**config.mk**
```make
export PLATFORM = sky130hd
export DESIGN_NAME = http_chunked_body_decoder_top_flat
export DESIGN_NICKNAME = d
export VERILOG_FILES = /design/src/rtl/hcbd_pkg.sv /design/src/rtl/hcbd_if.sv /design/src/rtl/hcbd_queue.sv /design/src/rtl/hcbd_front.sv /design/src/rtl/hcbd_back.sv /design/src/rtl/http_chunked_body_decoder_top.sv /design/src/flat_wrapper.sv
export VERILOG_INCLUDE_DIRS = /design/src /design/src/rtl
export SDC_FILE = /design/constraint.sdc
export NUM_CORES = 1
export LEC_CHECK = 0
export BUFFER_PORTS_ARGS = -buffer_cell sky130_fd_sc_hd__clkbuf_2
export CELL_PAD_IN_SITES_DETAIL_PLACEMENT = 1
export CELL_PAD_IN_SITES_GLOBAL_PLACEMENT = 2
export CORE_MARGIN = 2
export CORE_UTILIZATION = 38
export CTS_CLUSTER_SIZE = 30
export DETAILED_ROUTE_END_ITERATION = 12
export PLACE_DENSITY_LB_ADDON = 0.1
export SETUP_SLACK_MARGIN = 0.02
export SLEW_MARGIN = 40
export SYNTH_ARGS = -nofsm -noshare
export SYNTH_HDL_FRONTEND = slang
export SYNTH_SLANG_ARGS = --single-unit
```
**constraint.sdc**
```tcl
create_clock -name i_clk -period 4.73 [get_ports i_clk]
set_input_delay 0.2365 -clock i_clk [delete_from_list [all_inputs] [get_ports i_clk]]
set_output_delay 0.2365 -clock i_clk [all_outputs]
set_load 0.05 [all_outputs]
```
**src/rtl/http_chunked_body_decoder_top_defines.svh**
```systemverilog
// Assertion macros used by the chunked body decoder top level.
`ifndef HTTP_CHUNKED_BODY_DECODER_TOP_DEFINES_SVH
`define HTTP_CHUNKED_BODY_DECODER_TOP_DEFINES_SVH

// Same-cycle implication, checked outside reset.
`define HCBD_ASSERT_IMPL(label, clk, rst_n, ante, cons) \
    label: assert property (@(posedge clk) disable iff (!(rst_n)) (ante) |-> (cons)) \
        else $error("hcbd assertion failed");

// Next-cycle implication, checked outside reset.
`define HCBD_ASSERT_NEXT(label, clk, rst_n, ante, cons) \
    label: assert property (@(posedge clk) disable iff (!(rst_n)) (ante) |=> (cons)) \
        else $error("hcbd assertion failed");

`endif

```
**src/rtl/hcbd_pkg.sv**
```systemverilog
// Types, constants and byte classification for the chunked body decoder.
`timescale 1ns / 1ps
package hcbd_pkg;

    localparam int COUNT_BITS_DEF = 32;
    localparam int QUEUE_DEPTH    = 2;

    localparam logic [7:0] CH_SEMI = 8'h3B;
    localparam logic [7:0] CH_CR   = 8'h0D;
    localparam logic [7:0] CH_LF   = 8'h0A;
    localparam logic [7:0] CH_SP   = 8'h20;
    localparam logic [7:0] CH_HT   = 8'h09;

    localparam logic [1:0] ST_BUSY  = 2'd0;
    localparam logic [1:0] ST_DONE  = 2'd1;
    localparam logic [1:0] ST_ERROR = 2'd2;

    // Byte classes seen by the parser
    typedef enum logic [2:0] {
        CLS_HEX   = 3'd0,
        CLS_SEMI  = 3'd1,
        CLS_CR    = 3'd2,
        CLS_LF    = 3'd3,
        CLS_WS    = 3'd4,
        CLS_OTHER = 3'd5
    } t_cls;

    // One classified byte as it travels through the queue
    typedef struct packed {
        logic [7:0] data_byte;
        logic       new_message;
        t_cls       cls;
        logic [3:0] hex;
    } t_item;

    localparam int ITEM_BITS = $bits(t_item);

    // Parser phases, one-hot
    typedef enum logic [12:0] {
        PH_SIZE        = 13'b0000000000001,
        PH_SIZE_CR     = 13'b0000000000010,
        PH_EXT         = 13'b0000000000100,
        PH_EXT_CR      = 13'b0000000001000,
        PH_DATA        = 13'b0000000010000,
        PH_DATA_CR     = 13'b0000000100000,
        PH_DATA_LF     = 13'b0000001000000,
        PH_TR_START    = 13'b0000010000000,
        PH_TR_START_CR = 13'b0000100000000,
        PH_TR_LINE     = 13'b0001000000000,
        PH_TR_CR       = 13'b0010000000000,
        PH_DONE        = 13'b0100000000000,
        PH_ERROR       = 13'b1000000000000
    } t_phase;

    // Sort a raw byte into its class
    function automatic t_cls classify(input logic [7:0] c);
        t_cls cls;
        if (c == CH_SEMI) begin
            cls = CLS_SEMI;
        end else if (c == CH_CR) begin
            cls = CLS_CR;
        end else if (c == CH_LF) begin
            cls = CLS_LF;
        end else if (c == CH_SP || c == CH_HT) begin
            cls = CLS_WS;
        end else if ((c >= 8'h30 && c <= 8'h39) || (c >= 8'h41 && c <= 8'h46) ||
                     (c >= 8'h61 && c <= 8'h66)) begin
            cls = CLS_HEX;
        end else begin
            cls = CLS_OTHER;
        end
        return cls;
    endfunction

    // Value of a hex digit; zero for anything else
    function automatic logic [3:0] hex_value(input logic [7:0] c);
        logic [3:0] v;
        if (c >= 8'h30 && c <= 8'h39) begin
            v = c[3:0];
        end else if ((c >= 8'h41 && c <= 8'h46) || (c >= 8'h61 && c <= 8'h66)) begin
            v = c[3:0] + 4'd9;
        end else begin
            v = 4'd0;
        end
        return v;
    endfunction

endpackage

```
**src/rtl/hcbd_if.sv**
```systemverilog
// Valid/ready channel interfaces for raw input bytes and decoded results.
`timescale 1ns / 1ps
interface hcbd_in_if;
    logic       valid;
    logic       ready;
    logic [7:0] data_byte;
    logic       new_message;

    modport source (output valid, output data_byte, output new_message, input ready);
    modport sink   (input valid, input data_byte, input new_message, output ready);
endinterface

interface hcbd_out_if;
    logic       valid;
    logic       ready;
    logic       payload_valid;
    logic [7:0] payload_byte;
    logic       chunk_end;
    logic       consumed;
    logic [1:0] status;

    modport source (output valid, output payload_valid, output payload_byte,
                    output chunk_end, output consumed, output status, input ready);
    modport sink   (input valid, input payload_valid, input payload_byte,
                    input chunk_end, input consumed, input status, output ready);
endinterface

```
**src/rtl/hcbd_queue.sv**
```systemverilog
// Small register queue between the classifier and the parser.
`timescale 1ns / 1ps
module hcbd_queue #(
    parameter int DEPTH = hcbd_pkg::QUEUE_DEPTH,
    parameter int WIDTH = hcbd_pkg::ITEM_BITS
) (
    input  logic             i_clk,
    input  logic             i_rst_n,
    input  logic             i_push,
    input  logic [WIDTH-1:0] i_data,
    output logic             o_ready,
    input  logic             i_pop,
    output logic             o_valid,
    output logic [WIDTH-1:0] o_data
);

    localparam int PW = (DEPTH > 1) ? $clog2(DEPTH) : 1;
    localparam int CW = $clog2(DEPTH + 1);

    logic [WIDTH-1:0] r_mem [DEPTH];
    logic [PW-1:0]    r_wr_ptr, n_wr_ptr;
    logic [PW-1:0]    r_rd_ptr, n_rd_ptr;
    logic [CW-1:0]    r_count, n_count;

    assign o_ready = (r_count != CW'(DEPTH));
    assign o_valid = (r_count != '0);
    assign o_data  = r_mem[r_rd_ptr];

    // Advance pointers with wrap, track fill level
    always_comb begin
        n_wr_ptr = r_wr_ptr;
        n_rd_ptr = r_rd_ptr;
        n_count  = r_count;
        if (i_push) begin
            n_wr_ptr = (r_wr_ptr == PW'(DEPTH - 1)) ? '0 : r_wr_ptr + PW'(1);
        end
        if (i_pop) begin
            n_rd_ptr = (r_rd_ptr == PW'(DEPTH - 1)) ? '0 : r_rd_ptr + PW'(1);
        end
        if (i_push && !i_pop) begin
            n_count = r_count + CW'(1);
        end else if (!i_push && i_pop) begin
            n_count = r_count - CW'(1);
        end
    end

    always_ff @(posedge i_clk) begin
        if (!i_rst_n) begin
            r_wr_ptr <= '0;
            r_rd_ptr <= '0;
            r_count  <= '0;
        end else begin
            r_wr_ptr <= n_wr_ptr;
            r_rd_ptr <= n_rd_ptr;
            r_count  <= n_count;
        end
    end

    // Store entries, no reset needed
    always_ff @(posedge i_clk) begin
        if (i_push) begin
            r_mem[r_wr_ptr] <= i_data;
        end
    end

endmodule

```
**src/rtl/hcbd_front.sv**
```systemverilog
// Front end: accepts raw byte requests and classifies them for the parser.
`timescale 1ns / 1ps
module hcbd_front (
    hcbd_in_if.sink         i_req,
    input  logic            i_q_ready,
    output logic            o_push,
    output hcbd_pkg::t_item o_item
);

    // Take a request whenever the queue has room
    assign i_req.ready = i_q_ready;
    assign o_push      = i_req.valid && i_q_ready;

    // Classify the byte
    always_comb begin
        o_item.data_byte   = i_req.data_byte;
        o_item.new_message = i_req.new_message;
        o_item.cls         = hcbd_pkg::classify(i_req.data_byte);
        o_item.hex         = hcbd_pkg::hex_value(i_req.data_byte);
    end

endmodule

```
**src/rtl/hcbd_back.sv**
```systemverilog
// Back end: chunked framing state machine and registered result stage.
`timescale 1ns / 1ps
module hcbd_back #(
    parameter int COUNT_BITS = hcbd_pkg::COUNT_BITS_DEF
) (
    input  logic            i_clk,
    input  logic            i_rst_n,
    input  logic            i_emit_payload,
    input  logic            i_q_valid,
    input  hcbd_pkg::t_item i_item,
    output logic            o_pop,
    hcbd_out_if.source      o_rsp
);

    hcbd_pkg::t_phase      r_phase, n_phase, cur_phase;
    logic [COUNT_BITS-1:0] r_bytes_left, n_bytes_left, cur_bytes_left, dec_bytes_left;
    logic                  r_digit_seen, n_digit_seen, cur_digit_seen;

    logic                  r_valid;
    logic                  r_pv, n_pv;
    logic [7:0]            r_pb, n_pb;
    logic                  r_ce, n_ce;
    logic                  r_took, n_took;
    logic [1:0]            r_status, n_status;

    // Pop when the result register is free or being drained
    assign o_pop = i_q_valid && (!r_valid || o_rsp.ready);

    // Step the parser by one byte
    always_comb begin
        cur_phase      = i_item.new_message ? hcbd_pkg::PH_SIZE : r_phase;
        cur_bytes_left = i_item.new_message ? '0 : r_bytes_left;
        cur_digit_seen = i_item.new_message ? 1'b0 : r_digit_seen;
        dec_bytes_left = (cur_bytes_left != '0) ? cur_bytes_left - COUNT_BITS'(1)
                                                : cur_bytes_left;

        n_phase      = cur_phase;
        n_bytes_left = cur_bytes_left;
        n_digit_seen = cur_digit_seen;
        n_pv         = 1'b0;
        n_pb         = 8'd0;
        n_ce         = 1'b0;
        n_took       = 1'b1;

        case (cur_phase)
            hcbd_pkg::PH_SIZE: begin
                case (i_item.cls)
                    hcbd_pkg::CLS_SEMI: begin
                        if (!cur_digit_seen) begin
                            n_phase = hcbd_pkg::PH_ERROR;
                            n_took  = 1'b0;
                        end else begin
                            n_phase = hcbd_pkg::PH_EXT;
                        end
                    end
                    hcbd_pkg::CLS_CR: begin
                        n_phase = hcbd_pkg::PH_SIZE_CR;
                    end
                    hcbd_pkg::CLS_WS: begin
                        n_phase = cur_phase;
                    end
                    hcbd_pkg::CLS_HEX: begin
                        // Reject a digit that would shift bits out of the count
                        if (cur_bytes_left[COUNT_BITS-1 -: 4] != 4'd0) begin
                            n_phase = hcbd_pkg::PH_ERROR;
                            n_took  = 1'b0;
                        end else begin
                            n_bytes_left = {cur_bytes_left[COUNT_BITS-5:0], i_item.hex};
                            n_digit_seen = 1'b1;
                        end
                    end
                    default: begin
                        n_phase = hcbd_pkg::PH_ERROR;
                        n_took  = 1'b0;
                    end
                endcase
            end
            hcbd_pkg::PH_SIZE_CR: begin
                if (i_item.cls != hcbd_pkg::CLS_LF || !cur_digit_seen) begin
                    n_phase = hcbd_pkg::PH_ERROR;
                    n_took  = 1'b0;
                end else begin
                    n_phase = (cur_bytes_left == '0) ? hcbd_pkg::PH_TR_START
                                                     : hcbd_pkg::PH_DATA;
                end
            end
            hcbd_pkg::PH_EXT: begin
                if (i_item.cls == hcbd_pkg::CLS_CR) begin
                    n_phase = hcbd_pkg::PH_EXT_CR;
                end
            end
            hcbd_pkg::PH_EXT_CR: begin
                if (i_item.cls == hcbd_pkg::CLS_LF) begin
                    n_phase = (cur_bytes_left == '0) ? hcbd_pkg::PH_TR_START
                                                     : hcbd_pkg::PH_DATA;
                end else if (i_item.cls != hcbd_pkg::CLS_CR) begin
                    n_phase = hcbd_pkg::PH_EXT;
                end
            end
            hcbd_pkg::PH_DATA: begin
                n_bytes_left = dec_bytes_left;
                if (i_emit_payload) begin
                    n_pv = 1'b1;
                    n_pb = i_item.data_byte;
                    n_ce = (dec_bytes_left == '0);
                end
                if (dec_bytes_left == '0) begin
                    n_phase = hcbd_pkg::PH_DATA_CR;
                end
            end
            hcbd_pkg::PH_DATA_CR: begin
                if (i_item.cls == hcbd_pkg::CLS_CR) begin
                    n_phase = hcbd_pkg::PH_DATA_LF;
                end else begin
                    n_phase = hcbd_pkg::PH_ERROR;
                    n_took  = 1'b0;
                end
            end
            hcbd_pkg::PH_DATA_LF: begin
                if (i_item.cls == hcbd_pkg::CLS_LF) begin
                    n_phase      = hcbd_pkg::PH_SIZE;
                    n_bytes_left = '0;
                    n_digit_seen = 1'b0;
                end else begin
                    n_phase = hcbd_pkg::PH_ERROR;
                    n_took  = 1'b0;
                end
            end
            hcbd_pkg::PH_TR_START: begin
                n_phase = (i_item.cls == hcbd_pkg::CLS_CR) ? hcbd_pkg::PH_TR_START_CR
                                                           : hcbd_pkg::PH_TR_LINE;
            end
            hcbd_pkg::PH_TR_START_CR: begin
                if (i_item.cls == hcbd_pkg::CLS_LF) begin
                    n_phase = hcbd_pkg::PH_DONE;
                end else if (i_item.cls == hcbd_pkg::CLS_CR) begin
                    n_phase = hcbd_pkg::PH_TR_CR;
                end else begin
                    n_phase = hcbd_pkg::PH_TR_LINE;
                end
            end
            hcbd_pkg::PH_TR_LINE: begin
                if (i_item.cls == hcbd_pkg::CLS_CR) begin
                    n_phase = hcbd_pkg::PH_TR_CR;
                end
            end
            hcbd_pkg::PH_TR_CR: begin
                if (i_item.cls == hcbd_pkg::CLS_LF) begin
                    n_phase = hcbd_pkg::PH_TR_START;
                end else if (i_item.cls != hcbd_pkg::CLS_CR) begin
                    n_phase = hcbd_pkg::PH_TR_LINE;
                end
            end
            hcbd_pkg::PH_DONE: begin
                n_took = 1'b0;
            end
            default: begin
                // Error, or any code outside the list: hold error
                n_phase = hcbd_pkg::PH_ERROR;
                n_took  = 1'b0;
            end
        endcase

        if (n_phase == hcbd_pkg::PH_DONE) begin
            n_status = hcbd_pkg::ST_DONE;
        end else if (n_phase == hcbd_pkg::PH_ERROR) begin
            n_status = hcbd_pkg::ST_ERROR;
        end else begin
            n_status = hcbd_pkg::ST_BUSY;
        end
    end

    // Hold parser state and result valid
    always_ff @(posedge i_clk) begin
        if (!i_rst_n) begin
            r_phase      <= hcbd_pkg::PH_SIZE;
            r_bytes_left <= '0;
            r_digit_seen <= 1'b0;
            r_valid      <= 1'b0;
        end else begin
            if (o_pop) begin
                r_phase      <= n_phase;
                r_bytes_left <= n_bytes_left;
                r_digit_seen <= n_digit_seen;
                r_valid      <= 1'b1;
            end else if (o_rsp.ready) begin
                r_valid      <= 1'b0;
            end
        end
    end

    // Load the result payload
    always_ff @(posedge i_clk) begin
        if (o_pop) begin
            r_pv     <= n_pv;
            r_pb     <= n_pb;
            r_ce     <= n_ce;
            r_took   <= n_took;
            r_status <= n_status;
        end
    end

    assign o_rsp.valid         = r_valid;
    assign o_rsp.payload_valid = r_pv;
    assign o_rsp.payload_byte  = r_pb;
    assign o_rsp.chunk_end     = r_ce;
    assign o_rsp.consumed      = r_took;
    assign o_rsp.status        = r_status;

endmodule

```
**src/rtl/http_chunked_body_decoder_top.sv**
```systemverilog
// Top level of the HTTP/1.1 chunked body decoder.
//
// Usage:
//   i_req carries one raw body byte per request (data_byte, new_message);
//   new_message restarts the parser before that byte is handled.
//   o_rsp returns exactly one result per request, in order: the decoded
//   payload byte with its chunk_end flag, whether the byte was consumed,
//   and the status (in progress, done, format error) after that byte.
//   i_cfg_we / i_cfg_data write emit_payload (reset 1); write it only while
//   no request is outstanding. With emit_payload 0 body bytes are dropped.
// Timing:
//   One request per cycle sustained while o_rsp keeps taking results. A
//   request is classified as it is accepted and written into a two-entry
//   queue; the parser pops it when the result register is free or being
//   drained and steps it into that register, where it waits for o_rsp. The
//   rate is set by the parser step over the one-hot phase register.
// Reset and stall:
//   Synchronous active-low reset empties the queue and result register and
//   puts the parser at the start of a size line. While o_rsp is stalled the
//   queue keeps taking requests until it is full, then i_req.ready drops.
`timescale 1ns / 1ps
`include "http_chunked_body_decoder_top_defines.svh"
module http_chunked_body_decoder_top #(
    parameter int COUNT_BITS  = hcbd_pkg::COUNT_BITS_DEF,
    parameter int QUEUE_DEPTH = hcbd_pkg::QUEUE_DEPTH
) (
    input  logic        i_clk,
    input  logic        i_rst_n,
    hcbd_in_if.sink     i_req,
    hcbd_out_if.source  o_rsp,
    input  logic        i_cfg_we,
    input  logic        i_cfg_data
);

    logic                           r_emit_payload;
    logic                           q_push;
    logic                           q_ready;
    logic                           q_pop;
    logic                           q_valid;
    hcbd_pkg::t_item                push_item;
    logic [hcbd_pkg::ITEM_BITS-1:0] pop_data;

    // Hold the payload emit setting
    always_ff @(posedge i_clk) begin
        if (!i_rst_n) begin
            r_emit_payload <= 1'b1;
        end else if (i_cfg_we) begin
            r_emit_payload <= i_cfg_data;
        end
    end

    hcbd_front u_front (
        .i_req     (i_req),
        .i_q_ready (q_ready),
        .o_push    (q_push),
        .o_item    (push_item)
    );

    hcbd_queue #(
        .DEPTH (QUEUE_DEPTH),
        .WIDTH (hcbd_pkg::ITEM_BITS)
    ) u_queue (
        .i_clk   (i_clk),
        .i_rst_n (i_rst_n),
        .i_push  (q_push),
        .i_data  (push_item),
        .o_ready (q_ready),
        .i_pop   (q_pop),
        .o_valid (q_valid),
        .o_data  (pop_data)
    );

    hcbd_back #(
        .COUNT_BITS (COUNT_BITS)
    ) u_back (
        .i_clk          (i_clk),
        .i_rst_n        (i_rst_n),
        .i_emit_payload (r_emit_payload),
        .i_q_valid      (q_valid),
        .i_item         (hcbd_pkg::t_item'(pop_data)),
        .o_pop          (q_pop),
        .o_rsp          (o_rsp)
    );

    // A byte that was not consumed means the parser is done or failed
    `HCBD_ASSERT_IMPL(a_unconsumed_final, i_clk, i_rst_n, o_rsp.valid && !o_rsp.consumed, o_rsp.status == hcbd_pkg::ST_DONE || o_rsp.status == hcbd_pkg::ST_ERROR)
    // Emitted payload is always a consumed byte of a message in progress
    `HCBD_ASSERT_IMPL(a_payload_busy, i_clk, i_rst_n, o_rsp.valid && o_rsp.payload_valid, o_rsp.consumed && o_rsp.status == hcbd_pkg::ST_BUSY)
    // Chunk end only marks an emitted byte
    `HCBD_ASSERT_IMPL(a_chunk_end_payload, i_clk, i_rst_n, o_rsp.valid && o_rsp.chunk_end, o_rsp.payload_valid)
    // An accepted request sits in the queue on the next cycle
    `HCBD_ASSERT_NEXT(a_push_lands, i_clk, i_rst_n, i_req.valid && i_req.ready, q_valid)

endmodule

```
**src/flat_wrapper.sv**
```systemverilog
// flat-port wrapper written by rule: the top's interface ports become plain ports
module http_chunked_body_decoder_top_flat 
#(
    parameter int COUNT_BITS  = hcbd_pkg::COUNT_BITS_DEF,
    parameter int QUEUE_DEPTH = hcbd_pkg::QUEUE_DEPTH
)
  (i_clk, i_rst_n, i_cfg_we, i_cfg_data, i_req_valid, i_req_data_byte, i_req_new_message, i_req_ready, o_rsp_valid, o_rsp_payload_valid, o_rsp_payload_byte, o_rsp_chunk_end, o_rsp_consumed, o_rsp_status, o_rsp_ready);
  hcbd_in_if i_req_i ();
  hcbd_out_if o_rsp_i ();
  input  logic i_clk;
  input  logic i_rst_n;
  input  logic i_cfg_we;
  input  logic i_cfg_data;
  input wire logic [$bits(i_req_i.valid)-1:0] i_req_valid;
  input wire logic [$bits(i_req_i.data_byte)-1:0] i_req_data_byte;
  input wire logic [$bits(i_req_i.new_message)-1:0] i_req_new_message;
  output wire logic [$bits(i_req_i.ready)-1:0] i_req_ready;
  output wire logic [$bits(o_rsp_i.valid)-1:0] o_rsp_valid;
  output wire logic [$bits(o_rsp_i.payload_valid)-1:0] o_rsp_payload_valid;
  output wire logic [$bits(o_rsp_i.payload_byte)-1:0] o_rsp_payload_byte;
  output wire logic [$bits(o_rsp_i.chunk_end)-1:0] o_rsp_chunk_end;
  output wire logic [$bits(o_rsp_i.consumed)-1:0] o_rsp_consumed;
  output wire logic [$bits(o_rsp_i.status)-1:0] o_rsp_status;
  input wire logic [$bits(o_rsp_i.ready)-1:0] o_rsp_ready;
  assign i_req_i.valid = i_req_valid;
  assign i_req_i.data_byte = i_req_data_byte;
  assign i_req_i.new_message = i_req_new_message;
  assign i_req_ready = i_req_i.ready;
  assign o_rsp_valid = o_rsp_i.valid;
  assign o_rsp_payload_valid = o_rsp_i.payload_valid;
  assign o_rsp_payload_byte = o_rsp_i.payload_byte;
  assign o_rsp_chunk_end = o_rsp_i.chunk_end;
  assign o_rsp_consumed = o_rsp_i.consumed;
  assign o_rsp_status = o_rsp_i.status;
  assign o_rsp_i.ready = o_rsp_ready;
  http_chunked_body_decoder_top #(.COUNT_BITS(COUNT_BITS), .QUEUE_DEPTH(QUEUE_DEPTH)) u_core (.i_clk(i_clk), .i_rst_n(i_rst_n), .i_req(i_req_i), .o_rsp(o_rsp_i), .i_cfg_we(i_cfg_we), .i_cfg_data(i_cfg_data));
endmodule
```
# Word level (Yosys, flattened, before mapping)
# Memories as Yosys holds them, arrays and structs flattened. A register that Yosys moved wholly into a read port is not among the register bits.
# Cells that the tools add are included.
word_totals:
  regBits: 65
  latchBits: 0
  mem_bits_rw: 32
  rom_bits: 0
  in_bits: 15
  out_inout_bits: 15
  word_cells: 136
  memories: 1
op_classes:
  n_addsub: 6
  n_mul: 0
  n_div: 0
  magnitude_cmp: 6
  eq_ne: 26
  shifts: 0
  mux: 56
  bitwise_logic: 0
  reduce_logical: 28
mem_list:
  columns: ["name", "words", "word_bits", "read_ports", "rd_ports_with_merged_regs", "write_ports", "line", "text"]
  rows:
  - ["u_core.u_queue.r_mem", 2, 16, 1, 1, 1, "hcbd_queue.sv:20", "logic [WIDTH-1:0] r_mem [DEPTH];"]
ops:
  columns: ["operator", "n"]
  rows:
  - ["$mux W13", 13]
  - ["$mux W32", 5]
  - ["$pmux W13 S12", 1]
  - ["$pmux W32 S3", 1]
  - ["$logic_not A32 Y1", 2]
  - ["$pmux W13 S4", 1]
  - ["$reduce_bool A32 Y1", 1]
  - ["$sub A32 B1 Y32 const B", 1]
  - ["$eq A13 B12 Y1 const B", 2]
  - ["$eq A8 B4 Y1 const B", 3]
  - ["$mux W1", 18]
  - ["$eq A8 B6 Y1 const B", 2]
  - ["$ge A8 B7 Y1 const B", 2]
  - ["$le A8 B7 Y1 const B", 2]
  - ["$mux W3", 5]
  - ["$eq A13 B1 Y1 const B", 1]
  - ["$eq A13 B10 Y1 const B", 1]
  - ["$eq A13 B11 Y1 const B", 1]
  - ["$eq A13 B13 Y1 const B", 1]
  - ["$eq A13 B2 Y1 const B", 1]
  - ["$eq A13 B3 Y1 const B", 1]
  - ["$eq A13 B4 Y1 const B", 1]
  - ["$eq A13 B5 Y1 const B", 1]
  - ["$eq A13 B6 Y1 const B", 1]
  - ["other kinds (32)", 54]

# Longest topological paths before layout
logic_depth:
  ltp_word: 9
  ltp_mapped: 19

# Hierarchy
# From an unflattened synthesis, not the netlist that was laid out.
unflattened:
  cells_unflattened: 765
  hier_area_um2: 6592.6
by_module_without_submodules:
  columns: ["mod", "n_inst", "cells_each", "area_each_um2"]
  rows:
  - ["hcbd_back", 1, 647, 4792.1]
  - ["hcbd_queue", 1, 72, 1372.6]
  - ["hcbd_front", 1, 43, 394.1]
  - ["http_chunked_body_decoder_top", 1, 3, 33.8]

# Worst setup path after synthesis
# No wires, ideal clock.
synth_path:
  path_type: "reg-to-reg"
  startpoint: "register (tool-made name)"
  endpoint: "register u_core.u_back.r_phase[5]"
  setup_ns: 0.084
  arrival_time_ns: 4.205
  setup_slack_ns: 0.440
  path_stages_with_launch: 18
  cell_sequence: "dfxtp_1 buf_2 mux2i_1 buf_2 buf_1 clkbuf_1 clkbuf_1 nand2_1 ha_1 nor3b_1 and4_1 buf_2 a21boi_1 a221oi_1 a2111oi_1 nand4_1 or3_4 o31ai_2"
synth_lines:
  columns: ["element", "line", "text"]
  rows:
  - ["to (signal assigned)", "hcbd_back.sv:176", "r_phase <= hcbd_pkg::PH_SIZE;"]
  - ["to (signal assigned)", "hcbd_back.sv:182", "r_phase <= n_phase;"]
  - ["to (decl)", "hcbd_back.sv:15", "hcbd_pkg::t_phase r_phase, n_phase, cur_phase;"]

==> results.md <==
- Clock-pin slew was measured on the worst setup and hold paths at approximately 0.080 ns.
- The tree built by TritonCTS fans out to 98 sinks.
- Entering global routing, the biggest net connects 63 pins.
- Measured against its own limit, the worst slew margin works out to 41.9%.
- The final critical path takes up 85.4% of the cycle.
- The post-synthesis instance area is between 6000 and 7000 um^2.
- The cell area after placement is between 6000 and 7000 um^2.
- For this run, the total global-route usage over all layers was measured as 25.1%.
- The data required time at the worst endpoint is 5.02 ns.
- Once the floorplan was initialized, standard cells occupied 39.0% of the core.
- The synthesized design devotes to its leading area cell type 20.7% of total area.
- The finished cells cover 7100 um^2.
- The die is approximately 130 um wide.
- The fraction of power consumed by combinational cells is 57.7%.
- After detailed routing, the average wire length per cell comes to 22.3 um.
- The synthesized design spends more area on one cell type than any other, namely sky130_fd_sc_hd__edfxtp_1.
- The element type at the critical path start is a flip-flop.
- The floorplan step defined a core boundary enclosing 16700 um^2.
- Routability-driven placement finished with a final weighted congestion of 0.981.
- In this run, post-CTS repair resized a total of 0 instances.
- The total inserted antenna cells is 0.
- The detailed-routing iteration count for the pre-antenna-repair pass is 5.
- The switching share of power is 53.1%.
- TritonCTS built the clock tree.
- The part of the total power dissipated in sequential elements is 27.6%.
- During I/O placement, the number of pins put on the boundary was 30.
- The flow ran to the end, and the final reports show no timing, DRC or antenna violations.
- The cell at the root of the clock tree is sky130_fd_sc_hd__clkbuf_16.
- In this run the worst hold path is classified as in2reg.
- The overflow left after global routing is 0.
- The total of buffers placed on input and output ports is 29.
- The area growth from synthesis to layout is 8.85%.
- Power spread over the standard cell area amounts to 781 nW/um^2.
- The via count of the first global-routing pass came to roughly 6400.
- TritonCTS created 9 clock buffers.
- The number of inserted filler cells in the final layout is 2003.
- After synthesis, the share of flip-flops with an asynchronous set or reset is 0%.
- The vertical die dimension is roughly 130 um.
- The sort of element at the end of the critical path is a flip-flop.
- The arrival time reported for the critical path endpoint is 4.33 ns.
- The leakage power of the design is 2.51 nW.
- The number of hold buffers added after CTS is 0.
- The worst slack at placement is 0.814 ns.
- Internal power comes to 2.60 mW.
- The aggregate routed wire length is 22400 um.
- The count of maximum capacitance violations is 0.
- The final count of pins violating max slew came to 0.
- The first global-routing pass estimated ~36000 um of wire.
- The sequential share of the synthesized area is 37.0%.
- Measured on the finished design, the core utilization comes to ~42%.
- The count of cells in the finished layout, fillers not included, comes to 1006.
- Using the TritonRoute via totals, the vias-per-cell ratio works out to between 6 and 7.
- The measured slew at the worst slew-check pin is 0.860 ns.
- The proportion of layout cells with a drive suffix above 1 is 10.9%.
- The overall power is 5.54 mW.
- Sorting the synthesized cells by area gives the leading types as sky130_fd_sc_hd__edfxtp_1 (21%), sky130_fd_sc_hd__dfxtp_1 (16%), sky130_fd_sc_hd__nor2_1 (5.8%).
- Across all hold checks on the routed design, the worst slack comes to ~0.079 ns.
- Across the VDD grid, the largest voltage drop is 0.911 mV.
- The number of distinct library cell variants in the gate-level netlist after synthesis is 77.
- At the later pin of the worst-skew pair, clock insertion delay measures 0.37 ns.
- After clock tree synthesis, the setup repair step added 0 buffers.
- The smallest setup slack after layout is 0.692 ns.
- The number of cells after detailed placement is 990.
- The remaining antenna violation count after routing is 0.
- The worst path needs 4.04 ns of the cycle, external delays included.
- Setup repair after global routing left no endpoint under its margin.
- The detailed-route DRC error count is 0.
- For this run, the leading register cell type out of synthesis is sky130_fd_sc_hd__dfxtp_1.
- The maximum net fanout on the critical path is 8.
- The highest clock frequency the design can meet is 248 MHz.
- Adding up every negative setup slack in the final design gives 0 ns.
- Setup violations remaining at the end of the flow were counted as 0.
- The synthesized design contains 45 enable-type register cells.
- After the last flow step, the layout net total stands at 804.
- In this run the core area contains between 40 and 50 standard-cell rows.
- The number of antenna violations at the first check in global routing is 0.
- The H-tree was split into 3 levels.
- The mean area per synthesized cell is 8.18 um^2.
- The deepest clock path buffer count is 2.
- After synthesis the netlist holds a flip-flop and latch count of slightly below 100.
- Between clock sinks in the finished design, the worst skew comes to between 0.01 and 0.015 ns.
- The hold violation total from the final report was 0.
- The detailed router finished its first iteration with 499 violations.
- The kind of critical path is reg2reg.
- The number of instances in the synthesized netlist is 797.
- The clock network accounts for 14.7% of the total power.
- Yosys printed 0 warnings.
- The die outline area is 18200 um^2.
- Detailed placement finished with a half-perimeter wire length of 15400 um.
- The total nets after synthesis is 820.
- The total net switching power is between 2 and 3 mW.
- The routed layout has around 6300 vias.
==> logic make-up (layout without fill, tap and decap cells) <==
kind of cell	Yosys count	after routing	share of synthesized area, %
AOI/OAI and AO/OA	235	235	24.1
xor gates and xnor gates	7	7	0.941
adders and majority gates	8	8	1.54
buffers and inverters	80	69	5.01
DFF	98	98	37.0
muxes	22	22	3.53
and+or+nand+nor	347	347	27.9
==> cell usage after synthesis, drive strengths merged, types with 4 or more instances <==
cell type and count:
edfxtp 45, xnor2 4, o22ai 16, o21ai 48, mux2 8, a21oi 51, nand2 75, nor3 20
o311ai 4, a31oi 10, nand3b 4, o21a 4, or3 7, nand3 24, a22oi 23, a211oi 16
o31ai 7, buf 18, nor2b 11, nand2b 12, mux2i 14, clkbuf 53, nand4 14, and2 11
o211ai 8, nor2 100, inv 9, dfxtp 53, and3 10, a21boi 9, and4 4, nor4 17
o211a 6, nor3b 22, ha 8
==> final timing paths <==
kind | startpoint | end | slack [ns] | cells after the start
hold reg to reg | u_core.r_emit_payload | u_core.r_emit_payload | 0.49 | 2
setup / recovery | flip-flop | u_core.u_back.r_phase[5] | 0.69 | 11
setup reg to reg | flip-flop | u_core.u_back.r_phase[5] | 0.69 | 11
hold / removal | i_req_new_message | u_core.u_queue.r_mem[1][7] | 0.08 | 1
==> power groups by stage <==
stage	logic [mW]	registers [mW]	clock network, mW
after floorplan	2.24	1.46	0
after global placement	3.07	1.52	0
after detailed placement	3.12	1.53	0
after CTS	3.15	1.52	0.827
after global routing	3.47	1.56	0.859
final	3.20	1.53	0.815
==> cells in the final DEF (no fill, tap or decap), drive strengths merged, types with 17 or more instances in the layout <==
master,count
nor2,100
nand2,75
dfxtp,53
a21oi,51
o21ai,48
edfxtp,45
clkbuf,38
nand3,24
a22oi,23
nor3b,22
nor3,20
nor4,17
==> layout make-up <==
type                            instances  area [um^2]  area share, %
Multi-Input combinational cell        619         3790           53.5
Timing Repair Buffer                   44          260           3.67
Clock inverter                          7         91.3           1.29
Sequential cell                        98         2410           34.0
Inverter                                9         36.3          0.511
Clock buffer                            9          225           3.17
Tap cell                              220          275           3.88
==> registers in the layout, summed over array words and instances, names as in the netlist, named ones only <==
name and count:
u_core.u_back.o_rsp.consumed 1, u_core.u_back.o_rsp.chunk_end 1, u_core.u_back.o_rsp.status 2, u_core.u_queue.r_mem 32, u_core.r_emit_payload 1, u_core.u_queue.r_rd_ptr 1
u_core.u_back.o_rsp.payload_valid 1, u_core.u_back.r_digit_seen 1, u_core.u_back.o_rsp.payload_byte 8, u_core.u_queue.r_wr_ptr 1, u_core.u_queue.r_count 2, u_core.u_back.r_phase 13
u_core.u_back.o_rsp.valid 1, u_core.u_back.r_bytes_left 32
==> critical path, stage by stage, from the launching register on <==
cell and delay, ns:
sky130_fd_sc_hd__dfxtp_1 0.35, sky130_fd_sc_hd__mux2i_4 0.21, sky130_fd_sc_hd__nand2_1 0.14, sky130_fd_sc_hd__ha_1 0.32, sky130_fd_sc_hd__nor3b_1 0.29, sky130_fd_sc_hd__nand4_1 0.28, sky130_fd_sc_hd__o22ai_2 0.52, sky130_fd_sc_hd__o22ai_1 0.20
sky130_fd_sc_hd__a2111oi_0 0.75, sky130_fd_sc_hd__nand4_1 0.26, sky130_fd_sc_hd__or3_4 0.45, sky130_fd_sc_hd__o31ai_2 0.20
==> metal layers <==
metal	part of all wire [%]	GRT usage, %	wire [um]
met1	48	34.6	10700
met2	46	39.8	10200
met4	2.1	7.58	462
met5	0	0	0
met3	4.6	4.95	1030
(Power assumes the default switching activity.)
